$ cat config.mk
export PLATFORM = sky130hd
export DESIGN_NAME = grid_max_path_dp_unit
export DESIGN_NICKNAME = d
export VERILOG_FILES = /design/src/rtl/gmp_pkg.sv /design/src/rtl/gmp_ram.sv /design/src/rtl/gmp_front.sv /design/src/rtl/gmp_queue.sv /design/src/rtl/gmp_back.sv /design/src/rtl/grid_max_path_dp_unit.sv
export SDC_FILE = /design/constraint.sdc
export NUM_CORES = 2
export LEC_CHECK = 0
export BUFFER_PORTS_ARGS = -buffer_cell sky130_fd_sc_hd__buf_2
export CAP_MARGIN = 20
export CORE_ASPECT_RATIO = 0.7
export CORE_MARGIN = 5
export CORE_UTILIZATION = 35
export DETAILED_ROUTE_END_ITERATION = 12
export SLEW_MARGIN = 40
export SYNTH_ARGS = -nofsm -noshare
export SYNTH_HDL_FRONTEND = slang
export SYNTH_HIERARCHICAL = 1
export SYNTH_SLANG_ARGS = --single-unit
$ cat constraint.sdc
create_clock -name clk -period 13.08 [get_ports clk]
set_clock_uncertainty 0.05 [all_clocks]
set_input_delay 1.308 -clock clk [delete_from_list [all_inputs] [get_ports clk]]
set_output_delay 1.308 -clock clk [all_outputs]
set_load 0.01 [all_outputs]
$ cat src/rtl/gmp_pkg.sv
// ----------------------------------------------------------------------------
// gmp_pkg: shared types and constants for the grid path score unit
// Holds the cell beat layout, control structs and register indexes.
// ----------------------------------------------------------------------------
`default_nettype none

package gmp_pkg;

    // Configuration register indexes (word index = byte address / 4).
    localparam int unsigned REG_GRID_SIDE = 0;

    // Width of the grid side register and of the APB data bus.
    localparam int unsigned SIDE_W  = 6;
    localparam int unsigned APB_DW  = 32;
    localparam int unsigned APB_AW  = 3;

    // Field widths.
    localparam int unsigned VAL_W   = 16;
    localparam int unsigned SCORE_W = 32;

    // Cell value that marks a blocked cell.
    localparam logic signed [VAL_W-1:0] BLOCKED_VALUE = -16'sd1;

    // Depth of the queue between the front and the back.
    localparam int unsigned QUEUE_DEPTH = 2;

    // Position flags worked out by the front for each cell.
    typedef struct packed {
        logic first_row;
        logic first_col;
        logic last_cell;
    } cell_tag_t;

    // One classified cell as it travels through the queue.
    typedef struct packed {
        logic signed [VAL_W-1:0] value;
        logic signed [VAL_W-1:0] cost_up;
        logic signed [VAL_W-1:0] cost_left;
        cell_tag_t               tag;
    } cell_t;

    // Status of the back part, seen by the top level.
    typedef struct packed {
        logic load;
        logic commit;
        logic last_commit;
    } back_status_t;

endpackage

`default_nettype wire

$ cat src/rtl/gmp_ram.sv
// ----------------------------------------------------------------------------
// gmp_ram: generic single-write, single-read RAM
// One write port and one read port with a registered read.
// ----------------------------------------------------------------------------
`default_nettype none

module gmp_ram #(
    parameter int unsigned WIDTH = 33,
    parameter int unsigned DEPTH = 32
) (
    input  wire logic                     clk,
    input  wire logic                     wr_en,
    input  wire logic [$clog2(DEPTH)-1:0] wr_addr,
    input  wire logic [WIDTH-1:0]         wr_data,
    input  wire logic                     rd_en,
    input  wire logic [$clog2(DEPTH)-1:0] rd_addr,
    output logic      [WIDTH-1:0]         rd_data
);

    logic [WIDTH-1:0] mem_reg [DEPTH];
    logic [WIDTH-1:0] rd_data_reg;

    // Storage write.
    always_ff @(posedge clk)
    begin
        if (wr_en)
        begin
            mem_reg[wr_addr] <= wr_data;
        end
    end

    // Registered read; the data holds while no read is issued.
    always_ff @(posedge clk)
    begin
        if (rd_en)
        begin
            rd_data_reg <= mem_reg[rd_addr];
        end
    end

    assign rd_data = rd_data_reg;

endmodule

`default_nettype wire

$ cat src/rtl/gmp_front.sv
// ----------------------------------------------------------------------------
// gmp_front: cell intake and classification
// Tracks the raster position and tags each accepted cell with its place.
// ----------------------------------------------------------------------------
`default_nettype none

module gmp_front #(
    parameter int unsigned MAX_SIDE = 32
) (
    input  wire logic                               clk,
    input  wire logic                               rst_n,
    input  wire logic                               restart,
    input  wire logic [$clog2(MAX_SIDE+1)-1:0]      side,
    input  wire logic                               cell_valid,
    input  wire logic signed [gmp_pkg::VAL_W-1:0]   cell_value,
    input  wire logic signed [gmp_pkg::VAL_W-1:0]   cost_from_above,
    input  wire logic signed [gmp_pkg::VAL_W-1:0]   cost_from_left,
    input  wire logic                               q_full,
    output logic                                    push,
    output gmp_pkg::cell_t                          cell_beat,
    output logic [$clog2(MAX_SIDE)-1:0]             col
);

    localparam int unsigned IW = $clog2(MAX_SIDE);
    localparam int unsigned SW = $clog2(MAX_SIDE + 1);

    logic [IW-1:0] row_reg;
    logic [IW-1:0] row_next;
    logic [IW-1:0] col_reg;
    logic [IW-1:0] col_next;
    logic          end_of_row;
    logic          end_of_grid;

    // A beat is taken whenever the queue has room.
    assign push = cell_valid && !q_full;

    // Position flags for the cell at the current raster position.
    assign end_of_row  = (SW'(col_reg) == side - SW'(1));
    assign end_of_grid = (SW'(row_reg) == side - SW'(1));

    always_comb
    begin
        cell_beat.value          = cell_value;
        cell_beat.cost_up        = cost_from_above;
        cell_beat.cost_left      = cost_from_left;
        cell_beat.tag.first_row  = (row_reg == '0);
        cell_beat.tag.first_col  = (col_reg == '0);
        cell_beat.tag.last_cell  = end_of_row && end_of_grid;
        col                      = col_reg;
    end

    // Raster position advance.
    always_comb
    begin
        row_next = row_reg;
        col_next = col_reg;
        if (restart)
        begin
            row_next = '0;
            col_next = '0;
        end
        else if (push)
        begin
            if (end_of_row)
            begin
                col_next = '0;
                row_next = end_of_grid ? '0 : row_reg + IW'(1);
            end
            else
            begin
                col_next = col_reg + IW'(1);
            end
        end
    end

    always_ff @(posedge clk or negedge rst_n)
    begin
        if (!rst_n)
        begin
            row_reg <= '0;
            col_reg <= '0;
        end
        else
        begin
            row_reg <= row_next;
            col_reg <= col_next;
        end
    end

endmodule

`default_nettype wire

$ cat src/rtl/gmp_queue.sv
// ----------------------------------------------------------------------------
// gmp_queue: short queue between the front and the back
// A small register queue that lets either side stall on its own.
// ----------------------------------------------------------------------------
`default_nettype none

module gmp_queue #(
    parameter int unsigned WIDTH = 56
) (
    input  wire logic             clk,
    input  wire logic             rst_n,
    input  wire logic             push,
    input  wire logic [WIDTH-1:0] push_data,
    input  wire logic             pop,
    output logic [WIDTH-1:0]      head_data,
    output logic                  not_empty,
    output logic                  full
);

    localparam int unsigned PW = $clog2(gmp_pkg::QUEUE_DEPTH);
    localparam int unsigned CW = $clog2(gmp_pkg::QUEUE_DEPTH + 1);

    logic [WIDTH-1:0] slot_reg [gmp_pkg::QUEUE_DEPTH];
    logic [PW-1:0]    wr_ptr_reg;
    logic [PW-1:0]    wr_ptr_next;
    logic [PW-1:0]    rd_ptr_reg;
    logic [PW-1:0]    rd_ptr_next;
    logic [CW-1:0]    count_reg;
    logic [CW-1:0]    count_next;

    assign head_data = slot_reg[rd_ptr_reg];
    assign not_empty = (count_reg != '0);
    assign full      = (count_reg == CW'(gmp_pkg::QUEUE_DEPTH));

    // Pointer and fill bookkeeping.
    always_comb
    begin
        wr_ptr_next = push ? wr_ptr_reg + PW'(1) : wr_ptr_reg;
        rd_ptr_next = pop  ? rd_ptr_reg + PW'(1) : rd_ptr_reg;
        count_next  = count_reg;
        if (push && !pop)
        begin
            count_next = count_reg + CW'(1);
        end
        else if (pop && !push)
        begin
            count_next = count_reg - CW'(1);
        end
    end

    always_ff @(posedge clk or negedge rst_n)
    begin
        if (!rst_n)
        begin
            wr_ptr_reg <= '0;
            rd_ptr_reg <= '0;
            count_reg  <= '0;
        end
        else
        begin
            wr_ptr_reg <= wr_ptr_next;
            rd_ptr_reg <= rd_ptr_next;
            count_reg  <= count_next;
        end
    end

    // Slot storage.
    always_ff @(posedge clk)
    begin
        if (push)
        begin
            slot_reg[wr_ptr_reg] <= push_data;
        end
    end

endmodule

`default_nettype wire

$ cat src/rtl/gmp_back.sv
// ----------------------------------------------------------------------------
// gmp_back: path score datapath
// Reads the row buffer, scores one cell a cycle unless stalled, holds results.
// ----------------------------------------------------------------------------
`default_nettype none

module gmp_back #(
    parameter int unsigned MAX_SIDE = 32
) (
    input  wire logic                                 clk,
    input  wire logic                                 rst_n,
    input  wire logic                                 q_not_empty,
    input  wire gmp_pkg::cell_t                       q_cell,
    input  wire logic [$clog2(MAX_SIDE)-1:0]          q_col,
    output gmp_pkg::back_status_t                     status,
    output logic                                      result_valid,
    input  wire logic                                 result_stall,
    output logic signed [gmp_pkg::SCORE_W-1:0]        best_score,
    output logic                                      end_blocked
);

    localparam int unsigned IW = $clog2(MAX_SIDE);
    localparam int unsigned SC = gmp_pkg::SCORE_W;
    localparam int unsigned RW = SC + 1;

    // Stage register: the cell whose row-buffer read is in flight.
    logic                 s1_valid_reg;
    gmp_pkg::cell_t       s1_cell_reg;
    logic [IW-1:0]        s1_col_reg;

    logic                 left_blocked_reg;
    logic [SC-1:0]        left_score_reg;

    logic                 out_valid_reg;
    logic                 out_valid_next;
    logic [SC-1:0]        out_score_reg;
    logic                 out_blocked_reg;

    logic                 load;
    logic                 commit;
    logic [RW-1:0]        above_word;
    logic [RW-1:0]        wr_word;

    logic                 blocked;
    logic [SC-1:0]        val_ext;
    logic [SC-1:0]        cand_up;
    logic [SC-1:0]        cand_left;
    logic                 have_up;
    logic                 have_left;
    logic [SC-1:0]        best;
    logic [SC-1:0]        score;

    // Handshake between the queue, the stage and the output register.
    assign commit = s1_valid_reg &&
                    (!s1_cell_reg.tag.last_cell || !out_valid_reg || !result_stall);
    assign load   = q_not_empty && (!s1_valid_reg || commit);

    always_comb
    begin
        status.load        = load;
        status.commit      = commit;
        status.last_commit = commit && s1_cell_reg.tag.last_cell;
    end

    // Row buffer: one score and one blocked flag per column.
    gmp_ram #(
        .WIDTH (RW),
        .DEPTH (MAX_SIDE)
    ) u_row_buf (
        .clk     (clk),
        .wr_en   (commit),
        .wr_addr (s1_col_reg),
        .wr_data (wr_word),
        .rd_en   (load),
        .rd_addr (q_col),
        .rd_data (above_word)
    );

    // Score: best open neighbor minus its cost plus the value; zero if blocked.
    always_comb
    begin
        blocked   = (s1_cell_reg.value == gmp_pkg::BLOCKED_VALUE);
        val_ext   = SC'(s1_cell_reg.value);
        cand_up   = above_word[SC-1:0] - SC'(s1_cell_reg.cost_up);
        cand_left = left_score_reg - SC'(s1_cell_reg.cost_left);
        have_up   = !s1_cell_reg.tag.first_row && !above_word[SC];
        have_left = !s1_cell_reg.tag.first_col && !left_blocked_reg;
        if (have_up && have_left)
        begin
            best = ($signed(cand_left) > $signed(cand_up)) ? cand_left : cand_up;
        end
        else if (have_left)
        begin
            best = cand_left;
        end
        else
        begin
            best = cand_up;
        end
        if (blocked)
        begin
            score = '0;
        end
        else if (have_up || have_left)
        begin
            score = best + val_ext;
        end
        else
        begin
            score = val_ext;
        end
        wr_word = {blocked, score};
    end

    // Output register: a result beat waits here until it is taken.
    always_comb
    begin
        out_valid_next = out_valid_reg;
        if (status.last_commit)
        begin
            out_valid_next = 1'b1;
        end
        else if (out_valid_reg && !result_stall)
        begin
            out_valid_next = 1'b0;
        end
    end

    always_ff @(posedge clk or negedge rst_n)
    begin
        if (!rst_n)
        begin
            s1_valid_reg     <= 1'b0;
            out_valid_reg    <= 1'b0;
            left_blocked_reg <= 1'b0;
            left_score_reg   <= '0;
        end
        else
        begin
            out_valid_reg <= out_valid_next;
            if (load)
            begin
                s1_valid_reg <= 1'b1;
            end
            else if (commit)
            begin
                s1_valid_reg <= 1'b0;
            end
            if (commit)
            begin
                left_blocked_reg <= blocked;
                left_score_reg   <= score;
            end
        end
    end

    // Stage and result payload.
    always_ff @(posedge clk)
    begin
        if (load)
        begin
            s1_cell_reg <= q_cell;
            s1_col_reg  <= q_col;
        end
        if (status.last_commit)
        begin
            out_score_reg   <= score;
            out_blocked_reg <= blocked;
        end
    end

    assign result_valid = out_valid_reg;
    assign best_score   = $signed(out_score_reg);
    assign end_blocked  = out_blocked_reg;

endmodule

`default_nettype wire

$ cat src/rtl/grid_max_path_dp_unit.sv
// ----------------------------------------------------------------------------
// grid_max_path_dp_unit: maximum-weight monotone path score over a grid
// Scores raster-ordered grid cells against one row buffer and reports the
// score of the final cell of each grid.
// ----------------------------------------------------------------------------
//
//  Channel   Direction  Handshake                    Payload
//  --------  ---------  ---------------------------  --------------------------
//  cell      in         cell_valid / cell_stall      cell_value, cost_from_above,
//                                                    cost_from_left
//  result    out        result_valid / result_stall  best_score, end_blocked
//  config    in         APB (psel, penable, ...)     grid_side at address 0
//
//  One cell is taken per clock while the queue has room; the loop through the
//  left score (subtract, compare, add) sets that rate. result_valid rises once
//  the final cell has passed the queue and the row-buffer read stage, and the
//  output register then holds the beat.
//  Reset clears the position counters and all valid flags; no clearing pass.
//  A stalled result holds back only the final cell of the next grid; the
//  two-entry queue then fills and cell_stall rises.
// ----------------------------------------------------------------------------
`default_nettype none

module grid_max_path_dp_unit #(
    parameter int unsigned MAX_SIDE = 32
) (
    input  wire logic                                clk,
    input  wire logic                                rst_n,
    // Cell channel.
    input  wire logic                                cell_valid,
    output logic                                     cell_stall,
    input  wire logic signed [gmp_pkg::VAL_W-1:0]    cell_value,
    input  wire logic signed [gmp_pkg::VAL_W-1:0]    cost_from_above,
    input  wire logic signed [gmp_pkg::VAL_W-1:0]    cost_from_left,
    // Result channel.
    output logic                                     result_valid,
    input  wire logic                                result_stall,
    output logic signed [gmp_pkg::SCORE_W-1:0]       best_score,
    output logic                                     end_blocked,
    // Configuration port.
    input  wire logic                                psel,
    input  wire logic                                penable,
    input  wire logic                                pwrite,
    input  wire logic [gmp_pkg::APB_AW-1:0]          paddr,
    input  wire logic [gmp_pkg::APB_DW-1:0]          pwdata,
    output logic [gmp_pkg::APB_DW-1:0]               prdata,
    output logic                                     pready
);

    localparam int unsigned IW = $clog2(MAX_SIDE);
    localparam int unsigned SW = $clog2(MAX_SIDE + 1);
    localparam int unsigned CELL_W = $bits(gmp_pkg::cell_t);
    localparam int unsigned QW = CELL_W + IW;

    logic [gmp_pkg::SIDE_W-1:0] grid_side_reg;
    logic [gmp_pkg::SIDE_W-1:0] grid_side_next;
    logic                       side_write;
    logic                       reg_sel;
    logic [31:0]                side_wide;
    logic [31:0]                side_clamped;
    logic [SW-1:0]              side;

    logic                       push;
    gmp_pkg::cell_t             front_cell;
    logic [IW-1:0]              front_col;
    logic [QW-1:0]              head_data;
    logic                       q_not_empty;
    logic                       q_full;
    gmp_pkg::cell_t             head_cell;
    logic [IW-1:0]              head_col;
    gmp_pkg::back_status_t      back_status;

    // Configuration register access.
    assign pready     = 1'b1;
    assign reg_sel    = (paddr[gmp_pkg::APB_AW-1:2] == 1'(gmp_pkg::REG_GRID_SIDE));
    assign side_write = psel && penable && pwrite && pready && reg_sel;

    always_comb
    begin
        grid_side_next = side_write ? pwdata[gmp_pkg::SIDE_W-1:0] : grid_side_reg;
        prdata         = reg_sel ? gmp_pkg::APB_DW'(grid_side_reg) : '0;
    end

    always_ff @(posedge clk or negedge rst_n)
    begin
        if (!rst_n)
        begin
            grid_side_reg <= gmp_pkg::SIDE_W'(1);
        end
        else
        begin
            grid_side_reg <= grid_side_next;
        end
    end

    // Side in use: zero acts as one, anything above MAX_SIDE as MAX_SIDE.
    always_comb
    begin
        side_wide = 32'(grid_side_reg);
        if (side_wide == 32'd0)
        begin
            side_clamped = 32'd1;
        end
        else if (side_wide > 32'(MAX_SIDE))
        begin
            side_clamped = 32'(MAX_SIDE);
        end
        else
        begin
            side_clamped = side_wide;
        end
        side = side_clamped[SW-1:0];
    end

    // Front: intake and classification.
    gmp_front #(
        .MAX_SIDE (MAX_SIDE)
    ) u_front (
        .clk             (clk),
        .rst_n           (rst_n),
        .restart         (side_write),
        .side            (side),
        .cell_valid      (cell_valid),
        .cell_value      (cell_value),
        .cost_from_above (cost_from_above),
        .cost_from_left  (cost_from_left),
        .q_full          (q_full),
        .push            (push),
        .cell_beat       (front_cell),
        .col             (front_col)
    );

    assign cell_stall = q_full;

    // Queue between front and back.
    gmp_queue #(
        .WIDTH (QW)
    ) u_queue (
        .clk       (clk),
        .rst_n     (rst_n),
        .push      (push),
        .push_data ({front_col, front_cell}),
        .pop       (back_status.load),
        .head_data (head_data),
        .not_empty (q_not_empty),
        .full      (q_full)
    );

    assign head_cell = head_data[CELL_W-1:0];
    assign head_col  = head_data[QW-1:CELL_W];

    // Back: scoring datapath and result register.
    gmp_back #(
        .MAX_SIDE (MAX_SIDE)
    ) u_back (
        .clk          (clk),
        .rst_n        (rst_n),
        .q_not_empty  (q_not_empty),
        .q_cell       (head_cell),
        .q_col        (head_col),
        .status       (back_status),
        .result_valid (result_valid),
        .result_stall (result_stall),
        .best_score   (best_score),
        .end_blocked  (end_blocked)
    );

    // The back never takes a beat from an empty queue.
    assert property (@(posedge clk) disable iff (!rst_n)
        back_status.load |-> q_not_empty)
        else $error("back loaded from an empty queue");

    // Finishing the last cell of a grid always presents a result beat.
    assert property (@(posedge clk) disable iff (!rst_n)
        back_status.last_commit |=> result_valid)
        else $error("final cell retired without a result beat");

    // The front never pushes into a full queue.
    assert property (@(posedge clk) disable iff (!rst_n)
        push |-> !q_full)
        else $error("front pushed into a full queue");

endmodule

`default_nettype wire
==> impl_results.md <==
- Tmin final: 11.38 ns
- Maxcap violations: 0
- I/O pin count: 158
- Gr ovfl total: 0
- # setup viols final: 0
- Max incr delay on CP: 0.74 ns
- Die ar.: 174000 sq um
- DRT iter0 DRCs: 3409
- Placer congestion estimate: 0.848
- Worst hold path class: flop to flop
- Final Cycle Share: 0.870
- Share of layout cells above drive strength 1: 0.139
- CTS Root Buffer Type: clkbuf_16
- H-tree Lvls: 3
- # hold bufs at CTS: 0
- # port buffers: 102
- CP most frequent cell: a21oi_1
- Die height: 351 microns
- Clock sink count: 1345
- WHS: 0.428 ns
- Nets: 4133
- Final WL: 147000 microns
- Via count: 32948
- Post-DP HPWL: 83800 microns
- Max Buffers Root-to-Sink: 3
- Critical path arrival: 11.75 ns
- Core outline area: 165000 sq um
- Commonest non-fill, non-tap cell in the layout: edfxtp_1
- Worst Setup Path Type: flop to flop
- GR Util All Layers: 0.163
- Crit-path slowest cell: a2111oi_0
- Initial antenna violation count: 3
- Status: completed
- First-pass GRT wire length: 213000 microns
- Largest net degree at the start of global routing: 109
- Detail Route Antenna Nets: 0
- DR WL/cell: 23.6 microns
- Slew Limit Fails: 0
- Peak Freq: 87.9 MHz
- Measured slew at the worst slew-check pin: 0.880 ns
- Worst slew margin: 0.413
- Area growth, synth to finish: 12.1%
- Final hold violation count: 0
- Worst-path clk slew: 0.07 ns
- Drt drc: 0
- YS warnings: 6
- Rows: 125
- Mapped Avg Cell Area: 15.3 sq um
- Critical Path RT: 13.45 ns
- Die W: 497 microns
- TNS Setup: 0 ns
- Setup repair after global routing missed its margin: false
- Post-Syn Area: 58100 sq um
- Syn Inst Count: 3791
- Fill cells: 15321
- Crit. End Element: flop
- Starting density of the core: 0.351
- Number of diodes: 0
- Worst-skew pair later-pin latency: 0.74 ns
- Vias in the first global route: 31418
- CTS tree: yes
- Pre-antenna DRT Iters: 7
- CP Max Fanout: 33
- TritonCTS buffer count: 115
- Post-CTS setup buffer count: 0
- Post-route core utilization: 0.394
- CTS resizes: 0
- Vias/cell: 5.29
- Commonest non-fill, non-tap cells in the layout: edfxtp_1 (1290), mux2i_1 (533), nand2_1 (271), a21oi_1 (188), ha_1 (137)
- Startpoint Class: flop
- Max reg flops: 1056
[per-stage QoR]
step / instances / setup slack (ns) / area [sq um]
floorplan: 3816 / 3.39 / 58200
global placement: 5996 / 1.70 / 61200
detailed placement: 6005 / 2.01 / 61400
CTS: 6221 / 1.90 / 65100
global route: 6224 / 0.910 / 65200
finish: 6224 / 1.70 / 65200
[layer usage]
layer	up-vias	global-route usage	part of all wire
met1	16927	0.261	0.50
met2	1090	0.224	0.41
met5	-	0.00569	0.00097
met4	2	0.0318	0.016
li1	14761	-	-
met3	168	0.0347	0.080
[area by class of cell]
class,count,area [sq um],area share
well taps,2222,2780,0.0427
inverters,67,251,0.00386
flip-flops and latches,1345,40100,0.616
multi-input cells,2161,16700,0.257
repair buffers,213,1540,0.0237
clock inverters,69,661,0.0101
clock buffers,147,3080,0.0473
[critical path: cells and delay by family, from the launching register on]
kind                     cells  cell delay, ns
AO/OA/AOI/OAI               22            6.42
AND/OR/NAND/NOR              9            1.57
flip-flops                   1            0.45
adder cells (fa/ha/maj)      3            1.00
XOR/XNOR                     2            0.51
buffers and inverters        4            1.02
[final timing paths]
path                                                  start                                        end  slack, ns  cells past startpoint
setup / recovery           u_back/s1_cell_reg[18]$_DFFE_PP_  u_back/u_row_buf/mem_reg[1][29]$_DFFE_PP_       1.70                     40
hold / removal             u_queue/count_reg[1]$_DFFE_PN0P_           u_queue/count_reg[1]$_DFFE_PN0P_       0.43                      1
setup reg to reg           u_back/s1_cell_reg[18]$_DFFE_PP_  u_back/u_row_buf/mem_reg[1][29]$_DFFE_PP_       1.70                     40
hold reg to reg            u_queue/count_reg[1]$_DFFE_PN0P_           u_queue/count_reg[1]$_DFFE_PN0P_       0.43                      1
max in group asynchronous                             rst_n      u_back/left_score_reg[29]$_DFFE_PN0P_      11.84                      2
min in group asynchronous                             rst_n                 u_front/col[4]$_DFFE_PN0P_       0.59                      2
Power is not shown: default switching activity piles up to over one toggle a cycle in this logic, so the estimate is an artifact.
